`src/rtl/kstdl_pkg.sv`:
```
// Shared types and constants for the keyed slot table draw-list unit.
package kstdl_pkg;

    localparam int SLOTS       = 64;
    localparam int SLOT_W      = $clog2(SLOTS);
    localparam int CNT_W       = $clog2(SLOTS + 1);
    localparam int MAX_RESULTS = 64;
    localparam int K_W         = $clog2(MAX_RESULTS + 1);
    localparam int ID_W        = 32;
    localparam int CFG_W       = 10;

    // Per-quad geometry and emit headroom
    localparam int VTX_PER_SLOT = 4;
    localparam int IDX_PER_SLOT = 6;
    localparam int VTX_ROOM     = 6;
    localparam int IDX_ROOM     = 12;

    localparam logic [CFG_W-1:0] MAX_VTX_RST = CFG_W'(256);
    localparam logic [CFG_W-1:0] MAX_IDX_RST = CFG_W'(384);

    typedef enum logic [2:0] {
        OP_ADD    = 3'd0,
        OP_REMOVE = 3'd1,
        OP_CLEAR  = 3'd2,
        OP_UNHL   = 3'd3,
        OP_EMIT   = 3'd4
    } t_op;

    typedef enum logic [1:0] {
        ST_OK    = 2'd0,
        ST_FULL  = 2'd1,
        ST_EMPTY = 2'd2
    } t_status;

    typedef enum logic [1:0] {
        CFG_MAX_VTX = 2'd0,
        CFG_MAX_IDX = 2'd1
    } t_cfg_reg;

    typedef struct packed {
        t_status     status;
        logic [5:0]  slot;
        logic [7:0]  base_vertex;
        logic [8:0]  base_index;
        logic        is_highlighted;
        logic        last;
        logic [8:0]  split_index;
        logic [8:0]  split_vertex;
        logic [8:0]  total_indices;
        logic [8:0]  total_vertices;
    } t_res;

    typedef struct packed {
        logic load;
        logic scan_start;
        logic scan_step;
        logic add_commit;
        logic put_ok;
        logic clear_all;
        logic clear_hl;
        logic emit_start;
        logic emit_step;
        logic emit_flush;
    } t_cmd;

    typedef struct packed {
        t_op  op;
        logic n_zero;
        logic scan_done;
        logic emit_done;
        logic out_free;
    } t_stat;

endpackage

```
`src/rtl/kstdl_ctrl.sv`:
```
// Sequencer for the slot table: decodes the latched item and steps the datapath.
module kstdl_ctrl
    import kstdl_pkg::*;
(
    input  logic  i_clk,
    input  logic  i_rst_n,
    input  logic  i_accept,
    input  t_stat i_stat,
    output t_cmd  o_cmd,
    output logic  o_in_ready
);

    typedef enum logic [2:0] {
        S_IDLE,
        S_DECODE,
        S_SCAN,
        S_COMMIT,
        S_RESP,
        S_EMIT,
        S_FLUSH
    } t_state;

    t_state r_state, n_state;
    logic   r_in_ready;

    always_comb begin
        n_state = r_state;
        o_cmd   = '0;
        unique case (r_state)
            S_IDLE: begin
                if (i_accept) begin
                    o_cmd.load = 1'b1;
                    n_state    = S_DECODE;
                end
            end
            S_DECODE: begin
                unique case (i_stat.op)
                    OP_ADD: begin
                        // scan start also clears the match/free flags of the last scan
                        o_cmd.scan_start = 1'b1;
                        if (i_stat.n_zero) begin
                            n_state = S_COMMIT;
                        end else begin
                            n_state = S_SCAN;
                        end
                    end
                    OP_REMOVE: begin
                        if (i_stat.n_zero) begin
                            n_state = S_RESP;
                        end else begin
                            o_cmd.scan_start = 1'b1;
                            n_state          = S_SCAN;
                        end
                    end
                    OP_CLEAR: begin
                        o_cmd.clear_all = 1'b1;
                        n_state         = S_RESP;
                    end
                    OP_UNHL: begin
                        o_cmd.clear_hl = 1'b1;
                        n_state        = S_RESP;
                    end
                    OP_EMIT: begin
                        o_cmd.emit_start = 1'b1;
                        n_state          = S_EMIT;
                    end
                    default: n_state = S_IDLE;
                endcase
            end
            S_SCAN: begin
                if (i_stat.scan_done) begin
                    n_state = (i_stat.op == OP_ADD) ? S_COMMIT : S_RESP;
                end else begin
                    o_cmd.scan_step = 1'b1;
                end
            end
            S_COMMIT: begin
                if (i_stat.out_free) begin
                    o_cmd.add_commit = 1'b1;
                    n_state          = S_IDLE;
                end
            end
            S_RESP: begin
                if (i_stat.out_free) begin
                    o_cmd.put_ok = 1'b1;
                    n_state      = S_IDLE;
                end
            end
            S_EMIT: begin
                if (i_stat.emit_done) begin
                    n_state = S_FLUSH;
                end else begin
                    o_cmd.emit_step = 1'b1;
                end
            end
            S_FLUSH: begin
                if (i_stat.out_free) begin
                    o_cmd.emit_flush = 1'b1;
                    n_state          = S_IDLE;
                end
            end
            default: n_state = S_IDLE;
        endcase
    end

    always_ff @(posedge i_clk) begin
        if (!i_rst_n) begin
            r_state    <= S_IDLE;
            r_in_ready <= 1'b1;
        end else begin
            r_state    <= n_state;
            r_in_ready <= (n_state == S_IDLE);
        end
    end

    assign o_in_ready = r_in_ready;

endmodule

```
`src/rtl/kstdl_dpath.sv`:
```
// Slot table storage, scan compare, emit walk counters and result register.
module kstdl_dpath
    import kstdl_pkg::*;
(
    input  logic             i_clk,
    input  logic             i_rst_n,
    input  t_cmd             i_cmd,
    output t_stat            o_stat,
    input  logic [2:0]       i_opcode,
    input  logic             i_key_kind,
    input  logic [ID_W-1:0]  i_key_id,
    input  logic             i_mark_highlight,
    input  logic             i_cfg_we,
    input  logic [1:0]       i_cfg_index,
    input  logic [CFG_W-1:0] i_cfg_data,
    output t_res             o_res,
    output logic             o_res_valid,
    input  logic             i_res_ready
);

    // Latched item
    t_op              r_op;
    logic             r_kind;
    logic [ID_W-1:0]  r_id;
    logic             r_mark;

    logic [CFG_W-1:0] r_max_vtx;
    logic [CFG_W-1:0] r_max_idx;

    // Table state; ids live in memory as {kind, id}, the other kind reads as zero
    logic [CNT_W-1:0] r_count;
    logic [SLOTS-1:0] r_valid;
    logic [SLOTS-1:0] r_hl;
    logic [ID_W:0]    r_mem [SLOTS];

    // Scan pipeline: issue address, then compare on registered read data
    logic [CNT_W-1:0]  r_idx;
    logic [ID_W:0]     r_rd;
    logic              r_pipe_vld;
    logic [SLOT_W-1:0] r_cmp_idx;
    logic              r_match_f;
    logic [SLOT_W-1:0] r_match_idx;
    logic              r_free_f;
    logic [SLOT_W-1:0] r_free_idx;

    // Emit walk
    logic              r_pass;
    logic              r_done;
    logic [K_W-1:0]    r_k;
    logic [8:0]        r_nv;
    logic [8:0]        r_ni;
    logic [8:0]        r_sv;
    logic [8:0]        r_si;
    logic              r_pend_vld;
    t_res              r_pend;

    t_res r_out;
    logic r_out_vld;

    logic              w_out_free;
    logic              w_issue;
    logic [ID_W-1:0]   w_key;
    logic              w_hit;
    logic              w_cmp_valid;
    logic [SLOT_W-1:0] w_eidx;
    logic              w_at_end;
    logic              w_elig;
    logic              w_room_fail;
    logic              w_kfull;
    logic              w_pass_end;
    logic              w_emit;
    logic              w_stall;
    logic              w_add_full;
    logic              w_add_app;
    logic [SLOT_W-1:0] w_add_slot;
    t_res              w_new;
    logic              w_load_out;
    t_res              w_out_next;

    assign w_out_free  = !r_out_vld || i_res_ready;
    assign w_issue     = i_cmd.scan_step && (r_idx != r_count);

    assign w_cmp_valid = r_valid[r_cmp_idx];
    assign w_key       = (w_cmp_valid && (r_rd[ID_W] == r_kind)) ? r_rd[ID_W-1:0] : '0;
    assign w_hit       = (w_key == r_id);

    // Emit decisions for the slot under the walk index
    assign w_eidx      = r_idx[SLOT_W-1:0];
    assign w_at_end    = (r_idx == r_count);
    assign w_elig      = !w_at_end && r_valid[w_eidx] && (r_hl[w_eidx] == r_pass);
    assign w_room_fail = (({2'b00, r_nv} + 11'(VTX_ROOM)) >= {1'b0, r_max_vtx}) ||
                         (({2'b00, r_ni} + 11'(IDX_ROOM)) >= {1'b0, r_max_idx});
    assign w_kfull     = (r_k >= K_W'(MAX_RESULTS));
    assign w_pass_end  = w_at_end || (w_elig && (w_room_fail || w_kfull));
    assign w_stall     = r_pend_vld && !w_out_free;
    assign w_emit      = i_cmd.emit_step && !r_done && !w_pass_end && w_elig && !w_stall;

    // Add placement: matching slot, else first free, else append, else full
    always_comb begin
        w_add_full = 1'b0;
        w_add_app  = 1'b0;
        w_add_slot = r_count[SLOT_W-1:0];
        if (r_match_f) begin
            w_add_slot = r_match_idx;
        end else if (r_free_f) begin
            w_add_slot = r_free_idx;
        end else if (r_count >= CNT_W'(SLOTS)) begin
            w_add_full = 1'b1;
            w_add_slot = '0;
        end else begin
            w_add_app  = 1'b1;
        end
    end

    always_comb begin
        w_new                = '0;
        w_new.status         = ST_OK;
        w_new.slot           = 6'(w_eidx);
        w_new.base_vertex    = r_nv[7:0];
        w_new.base_index     = r_ni;
        w_new.is_highlighted = r_pass;
    end

    always_comb begin
        w_load_out = 1'b0;
        w_out_next = '0;
        w_out_next.status = ST_OK;
        w_out_next.last   = 1'b1;
        if (i_cmd.add_commit) begin
            w_load_out = 1'b1;
            w_out_next.status = w_add_full ? ST_FULL : ST_OK;
            w_out_next.slot   = 6'(w_add_slot);
        end else if (i_cmd.put_ok) begin
            w_load_out = 1'b1;
        end else if (i_cmd.emit_flush) begin
            w_load_out = 1'b1;
            if (r_pend_vld) begin
                w_out_next                = r_pend;
                w_out_next.last           = 1'b1;
                w_out_next.split_index    = r_si;
                w_out_next.split_vertex   = r_sv;
                w_out_next.total_indices  = r_ni;
                w_out_next.total_vertices = r_nv;
            end else begin
                w_out_next.status = ST_EMPTY;
            end
        end else if (w_emit && r_pend_vld) begin
            w_load_out = 1'b1;
            w_out_next = r_pend;
        end
    end

    // Id memory
    always_ff @(posedge i_clk) begin
        if (i_cmd.add_commit && !w_add_full) begin
            r_mem[w_add_slot] <= {r_kind, r_id};
        end
        if (w_issue) begin
            r_rd <= r_mem[r_idx[SLOT_W-1:0]];
        end
    end

    always_ff @(posedge i_clk) begin
        if (!i_rst_n) begin
            r_max_vtx  <= MAX_VTX_RST;
            r_max_idx  <= MAX_IDX_RST;
            r_count    <= '0;
            r_valid    <= '0;
            r_hl       <= '0;
            r_pipe_vld <= 1'b0;
            r_pend_vld <= 1'b0;
            r_done     <= 1'b0;
            r_out_vld  <= 1'b0;
        end else begin
            if (i_cfg_we) begin
                case (i_cfg_index)
                    CFG_MAX_VTX: r_max_vtx <= i_cfg_data;
                    CFG_MAX_IDX: r_max_idx <= i_cfg_data;
                    default: ;
                endcase
            end

            if (i_cmd.load) begin
                r_op   <= t_op'(i_opcode);
                r_kind <= i_key_kind;
                r_id   <= i_key_id;
                r_mark <= i_mark_highlight;
            end

            // Scan
            if (i_cmd.scan_start) begin
                r_idx      <= '0;
                r_pipe_vld <= 1'b0;
                r_match_f  <= 1'b0;
                r_free_f   <= 1'b0;
            end else if (i_cmd.scan_step) begin
                r_pipe_vld <= w_issue;
                if (w_issue) begin
                    r_cmp_idx <= r_idx[SLOT_W-1:0];
                    r_idx     <= r_idx + 1'b1;
                end
            end
            if (r_pipe_vld) begin
                if (r_op == OP_REMOVE) begin
                    if (w_hit) r_valid[r_cmp_idx] <= 1'b0;
                end else begin
                    if (w_cmp_valid && w_hit && !r_match_f) begin
                        r_match_f   <= 1'b1;
                        r_match_idx <= r_cmp_idx;
                    end
                    if (!w_cmp_valid && !r_free_f) begin
                        r_free_f   <= 1'b1;
                        r_free_idx <= r_cmp_idx;
                    end
                end
            end

            if (i_cmd.add_commit && !w_add_full) begin
                r_valid[w_add_slot] <= 1'b1;
                r_hl[w_add_slot]    <= r_mark;
                if (w_add_app) r_count <= r_count + 1'b1;
            end

            if (i_cmd.clear_all) r_count <= '0;

            if (i_cmd.clear_hl) begin
                for (int i = 0; i < SLOTS; i++) begin
                    if (CNT_W'(i) < r_count) r_hl[i] <= 1'b0;
                end
            end

            // Emit walk
            if (i_cmd.emit_start) begin
                r_idx      <= '0;
                r_pass     <= 1'b0;
                r_done     <= 1'b0;
                r_k        <= '0;
                r_nv       <= '0;
                r_ni       <= '0;
                r_sv       <= '0;
                r_si       <= '0;
                r_pend_vld <= 1'b0;
            end else if (i_cmd.emit_step && !r_done) begin
                if (w_pass_end) begin
                    if (!r_pass) begin
                        r_pass <= 1'b1;
                        r_sv   <= r_nv;
                        r_si   <= r_ni;
                        r_idx  <= '0;
                    end else begin
                        r_done <= 1'b1;
                    end
                end else if (w_emit) begin
                    r_pend     <= w_new;
                    r_pend_vld <= 1'b1;
                    r_k        <= r_k + 1'b1;
                    r_nv       <= r_nv + 9'(VTX_PER_SLOT);
                    r_ni       <= r_ni + 9'(IDX_PER_SLOT);
                    r_idx      <= r_idx + 1'b1;
                end else if (!w_elig) begin
                    r_idx <= r_idx + 1'b1;
                end
            end
            if (i_cmd.emit_flush) r_pend_vld <= 1'b0;

            // Result register
            if (w_load_out) begin
                r_out     <= w_out_next;
                r_out_vld <= 1'b1;
            end else if (i_res_ready) begin
                r_out_vld <= 1'b0;
            end
        end
    end

    assign o_stat.op        = r_op;
    assign o_stat.n_zero    = (r_count == '0);
    assign o_stat.scan_done = (r_idx == r_count) && !r_pipe_vld;
    assign o_stat.emit_done = r_done;
    assign o_stat.out_free  = w_out_free;

    assign o_res       = r_out;
    assign o_res_valid = r_out_vld;

endmodule

```
`src/rtl/keyed_slot_table_draw_list_unit.sv`:
```
// Top level of the keyed slot table with two-pass draw-list emitter.
//
// A 64-slot table keyed by object id or drawable id, driven one transaction
// at a time on the input stream. Add, remove, clear, unhighlight and emit
// each give their results on the output stream; the input is taken again
// once the last result of a transaction is in the output register. Add and
// remove read the id memory one slot a cycle across the live entries. Emit
// walks the valid/highlight flags twice, one slot a cycle while the output
// register can take results, giving up to one result per cycle and stalling
// under output back-pressure. The last emit result carries the split and
// total counts; an emit with nothing to draw returns a single empty status.
// Configuration writes are accepted at any time but are meant for idle.
module keyed_slot_table_draw_list_unit
    import kstdl_pkg::*;
(
    input  logic        i_clk,
    input  logic        i_rst_n,
    // Input stream
    input  logic        i_s_tvalid,
    output logic        o_s_tready,
    // [2:0] opcode, [34:3] key_id, [35] mark_highlight, [39:36] zero
    input  logic [39:0] i_s_tdata,
    // [0] key_kind
    input  logic [0:0]  i_s_tuser,
    // Result stream
    output logic        o_m_tvalid,
    input  logic        i_m_tready,
    // [1:0] status, [7:2] slot, [15:8] base_vertex, [24:16] base_index,
    // [25] is_highlighted, [34:26] split_index, [43:35] split_vertex,
    // [52:44] total_indices, [61:53] total_vertices, [63:62] zero
    output logic [63:0] o_m_tdata,
    output logic        o_m_tlast,
    // Configuration writes
    input  logic        i_cfg_valid,
    output logic        o_cfg_ready,
    input  logic [1:0]  i_cfg_index,
    input  logic [9:0]  i_cfg_data
);

    t_cmd w_cmd;
    t_stat w_stat;
    t_res w_res;
    logic w_accept;

    assign w_accept    = i_s_tvalid && o_s_tready;
    assign o_cfg_ready = 1'b1;

    kstdl_ctrl u_ctrl (
        .i_clk      (i_clk),
        .i_rst_n    (i_rst_n),
        .i_accept   (w_accept),
        .i_stat     (w_stat),
        .o_cmd      (w_cmd),
        .o_in_ready (o_s_tready)
    );

    kstdl_dpath u_dpath (
        .i_clk            (i_clk),
        .i_rst_n          (i_rst_n),
        .i_cmd            (w_cmd),
        .o_stat           (w_stat),
        .i_opcode         (i_s_tdata[2:0]),
        .i_key_kind       (i_s_tuser[0]),
        .i_key_id         (i_s_tdata[34:3]),
        .i_mark_highlight (i_s_tdata[35]),
        .i_cfg_we         (i_cfg_valid),
        .i_cfg_index      (i_cfg_index),
        .i_cfg_data       (i_cfg_data),
        .o_res            (w_res),
        .o_res_valid      (o_m_tvalid),
        .i_res_ready      (i_m_tready)
    );

    // Pack the result transaction, first field lowest
    assign o_m_tdata = {2'b00,
                        w_res.total_vertices,
                        w_res.total_indices,
                        w_res.split_vertex,
                        w_res.split_index,
                        w_res.is_highlighted,
                        w_res.base_index,
                        w_res.base_vertex,
                        w_res.slot,
                        w_res.status};
    assign o_m_tlast = w_res.last;

endmodule

```
`config.mk`:
```
export PLATFORM = sky130hd
export DESIGN_NAME = keyed_slot_table_draw_list_unit
export DESIGN_NICKNAME = d
export VERILOG_FILES = /design/src/rtl/kstdl_pkg.sv /design/src/rtl/kstdl_ctrl.sv /design/src/rtl/kstdl_dpath.sv /design/src/rtl/keyed_slot_table_draw_list_unit.sv
export SDC_FILE = /design/constraint.sdc
export NUM_CORES = 2
export LEC_CHECK = 0
export ABC_AREA = 1
export BUFFER_PORTS_ARGS = -buffer_cell sky130_fd_sc_hd__buf_2
export CORE_MARGIN = 8
export CORE_UTILIZATION = 50
export DETAILED_ROUTE_END_ITERATION = 10
export PLACE_DENSITY_LB_ADDON = 0.1
export SETUP_SLACK_MARGIN = 0.1
export SLEW_MARGIN = 40
export SYNTH_ARGS = -nofsm -noshare
export SYNTH_HDL_FRONTEND = slang
export SYNTH_SLANG_ARGS = --single-unit
export TNS_END_PERCENT = 5
```
`constraint.sdc`:
```
create_clock -name i_clk -period 8.3 [get_ports i_clk]
set_input_delay 1.66 -clock i_clk [delete_from_list [all_inputs] [get_ports i_clk]]
set_output_delay 1.66 -clock i_clk [all_outputs]
set_load 0.03 [all_outputs]
```
==> out/results.ini <==
[logic_synthesis]
ys_types = 47
netlist_instances = 8368
seq_area_frac_synth = 0.727
synth_top_area_cell = edfxtp_1
async_flop_share = 0
synth_top_cells_by_area = edfxtp_1 69%, o21ai_0 7.5%, nor2_1 6.7%, o22ai_1 4.2%, dfxtp_1 3.2%
syn_area_per_cell_um2 = 12.0
ys_seq_elements = 2485
ys_warn_count = 0
ys.flop_type = edfxtp_1
netlist.area_leader.share = 0.694
synth-edff-count = 2322
syn_area_mm2 = 0.100

[run]
max-cap-violations = 0

[critical_path]
path_max_fanout = 46
worstSetupStartpointType = flop
cp.depth = 24
crit_slowest_cell = edfxtp_1
arrival_ns = 5.96
critPathCaptureType = flop
crit_buf_inv = 4
critical_path.top_delay_family = simple AND/OR/NAND/NOR gates
reg2regPathDepth = 24
criticalPathCategory = flop to flop
r2r_slack_ns = 2.87
required_ns = 8.84
critPathMostFrequentCell = nand2_1
max_stage_delay_ns = 0.56
worstPathCellList = buf_6 > inv_4 > nand2_1 > nand2_1 > nand2_1 > nand2_1 > nand2_1 > nand2_1 > nand2_1 > nand2_1 > nor2_1 > nand2_2 > buf_4 > nand3_1 > nand2_1 > nand2_1 > nor2_1 > nand2_1 > nor2_1 > nand2_1 > nor2_8 > buf_4 > nand4_1 > nor2_1

[routing]
drc = 0
met2_wirelength_um = 138000
drt-met1-wl_um = 125000
wirelength_um = 298000
drt_iter0_drc = 8429
routed-via-count = 68300
vias_per_cell = 6.08
drt_pre_antenna_iters = 6
wl_per_cell_um = 26.6
ant_nets = 0
highest_layer = met4
wl_met3_um = 25000

[finish]
area_growth_syn_to_layout_pct = 12.3
drive_gt1_frac = 0.0895
fin_nets = 8475
layoutNonFillerInstCount = 11200

[floorplanning]
std_cell_rows = 164
ios = 126
die_height_um = 464
placeableCoreArea_mm2 = 0.200
dieWidth_um = 464
initial_core_util = 0.503
die_area_mm2 = 0.215

[sta]
holdWs_ns = 0.460
worst_pin_slew_ns = 0.912
setup_violations = 0
maxSlewViolCount = 0
layout_min_cycle_time_ns = 5.43
final_hold_viol_count = 0
rsz0062_at_grt = no
setup_tns_ns = 0
fmax_mhz = 184
post-route-period-util = 0.654
finClkSkew_ns = 0.0507
slew_headroom = 0.392

[grt]
grt_pass1_vias = 65000
grtUsageTotal = 0.267
grt_max_degree = 190
grt_pass1_wl_um = 435000
overflow = 0
antenna_found_initial = 6

[power]
finalPower_mw = 27.8
p_per_area_mw_per_mm2 = 246
p_leak_nw = 36.3
vdd_ir_drop_max_mv = 0.173

[clocking]
cts_hold_buf = 0
cts-htree-levels = 5
cts_tree = done
clockBufferDepth = 4
post_cts_buffers = 0
cts.sinks = 2485
cts.repair.resized = 0
cts_buffers = 278
cts_root_buf = clkbuf_16
clk_latency_ns = 0.93
clkTransAtPathRegs_ns = 0.05

[outcome]
status = finished, final reports clean

[min_path]
min_path_type = flop to flop
worst_hold_path.num_cells = 2

[place]
io_buffer_count = 109
place_hpwl_um = 159000
globalplace.congestion = 0.901
post-place-cells = 10800

-- area by class of cell --
class / instances / area (µm²)
clock inverters: 101 / 712
multi-input cells: 5019 / 24700
repair buffers: 314 / 2490
inverters: 293 / 1140
flip-flops and latches: 2485 / 73000
well taps: 2656 / 3320
diodes: 1 / 2.50
clock buffers: 359 / 7440
fillers: 16400 / 86900
-- state kept, by name, indices dropped and copies added (netlist names), 8 cells and up --
register / flops
u_dpath.r_valid: 64
u_dpath.r_rd: 33
u_dpath.r_mem: 2112
u_dpath.r_hl: 64
u_dpath.r_si: 8
u_dpath.r_ni: 8
u_dpath.r_max_vtx: 10
u_dpath.r_id: 32
u_dpath.o_res: 54
u_dpath.r_pend: 21
u_dpath.r_max_idx: 10
-- per-layer routing --
| metal | vias up | global-route usage |
|---|---|---|
| met3 | 513 | 0.0410 |
| met4 | 0 | 0.0878 |
| met1 | 34100 | 0.379 |
| met5 | - | 0 |
| met2 | 3042 | 0.425 |
| li1 | 30700 | - |
-- synth_stat cells, types with 2 or more instances --
cell       count
buf_2         36
inv_1        283
nand4_1      102
a31oi_1        7
dfxtp_1      163
clkbuf_1     504
xor2_1        13
nor2_1      1799
conb_1         2
a221oi_1       2
nor3b_1        2
o21a_1         8
xnor2_1        2
nor3_2         9
o211ai_1      11
nand3_1       74
a211oi_1      42
buf_6         11
nor3_1        29
o21ai_0     1497
edfxtp_1    2322
inv_2          2
o21ai_1        3
o221ai_1      13
buf_4         14
o22ai_1      679
a22oi_1        5
nor4_1         3
clkinv_1       7
a2111oi_0      7
a21oi_1      167
nand2_1      457
o32ai_1       37
buf_1         16
ha_1          26
or2_2          3
-- path summary, 6_finish.rpt --
path                                               end            startpoint
worst max-delay path            u_dpath.r_match_idx[1]  u_dpath.r_cmp_idx[0]
worst min-delay path               u_dpath.r_valid[34]   u_dpath.r_valid[34]
worst min register to register     u_dpath.r_valid[34]   u_dpath.r_valid[34]
worst max register to register  u_dpath.r_match_idx[1]  u_dpath.r_cmp_idx[0]
-- worst register-to-register path: stages, from the launching register on --
cell      delay (ns)
edfxtp_1        0.56
buf_6           0.24
inv_4           0.28
nand2_1         0.10
nand2_1         0.07
nand2_1         0.05
nand2_1         0.08
nand2_1         0.05
nand2_1         0.07
nand2_1         0.09
nand2_1         0.12
nor2_1          0.06
nand2_2         0.47
buf_4           0.53
nand3_1         0.14
nand2_1         0.09
nand2_1         0.06
nor2_1          0.22
nand2_1         0.09
nor2_1          0.09
nand2_1         0.12
nor2_8          0.42
buf_4           0.50
nand4_1         0.18
nor2_1          0.41
-- cell usage in the layout, fill, tap and decap left out, types with 4 or more instances in the layout --
| cell | count |
|---|---|
| edfxtp_1 | 2322 |
| nor2_1 | 1729 |
| o21ai_0 | 1493 |
| o22ai_1 | 679 |
| nand2_1 | 456 |
| clkbuf_16 | 285 |
| inv_1 | 277 |
| a21oi_1 | 165 |
| buf_4 | 163 |
| dfxtp_1 | 163 |
| buf_2 | 109 |
| nand4_1 | 102 |
| nand3_1 | 74 |
| clkbuf_1 | 71 |
| nor2_4 | 68 |
| clkinv_1 | 59 |
| a211oi_1 | 42 |
| clkinv_2 | 31 |
| o32ai_1 | 27 |
| ha_1 | 26 |
| buf_12 | 25 |
| nor3_1 | 23 |
| buf_6 | 15 |
| xor2_1 | 13 |
| o221ai_1 | 13 |
| conb_1 | 12 |
| o211ai_1 | 11 |
| nor3_2 | 11 |
| o32ai_2 | 10 |
| bufinv_16 | 10 |
| o21a_1 | 7 |
| o21ai_1 | 7 |
| a2111oi_0 | 7 |
| a31oi_1 | 7 |
| clkinvlp_4 | 6 |
| a22oi_1 | 5 |
| inv_2 | 4 |
| nor3_4 | 4 |
-- through the flow --
| step | utilization | setup slack (ns) | instance area (µm²) |
|---|---|---|---|
| after floorplan | - | 2.88 | 100000 |
| after global placement | 0.522 | 2.76 | 104000 |
| after detailed placement | 0.523 | 2.86 | 104000 |
| after CTS | 0.564 | 2.84 | 113000 |
| after global routing | 0.565 | 2.39 | 113000 |
| final | 0.565 | 2.87 | 113000 |
-- power breakdown --
group	switching, mW	internal [mW]
clock	4.71	6.58
sequential	0.0267	13.7
combinational	2.03	0.674
total	6.77	21.0
-- logic make-up (layout without fill, tap and decap cells) --
logic type | Yosys count | after routing | share of synthesized area
AND/OR/NAND/NOR | 2483 | 2483 | 0.0977
other | 2 | 13 | 0.0000748
buffers and inverters | 874 | 1067 | 0.0345
adder cells (fa/ha/maj) | 26 | 26 | 0.00324
AO/OA/AOI/OAI | 2483 | 2483 | 0.136
XOR/XNOR | 15 | 15 | 0.00131
flip-flops | 2485 | 2485 | 0.727
No activity file was read; power rests on OpenSTA's default activity.
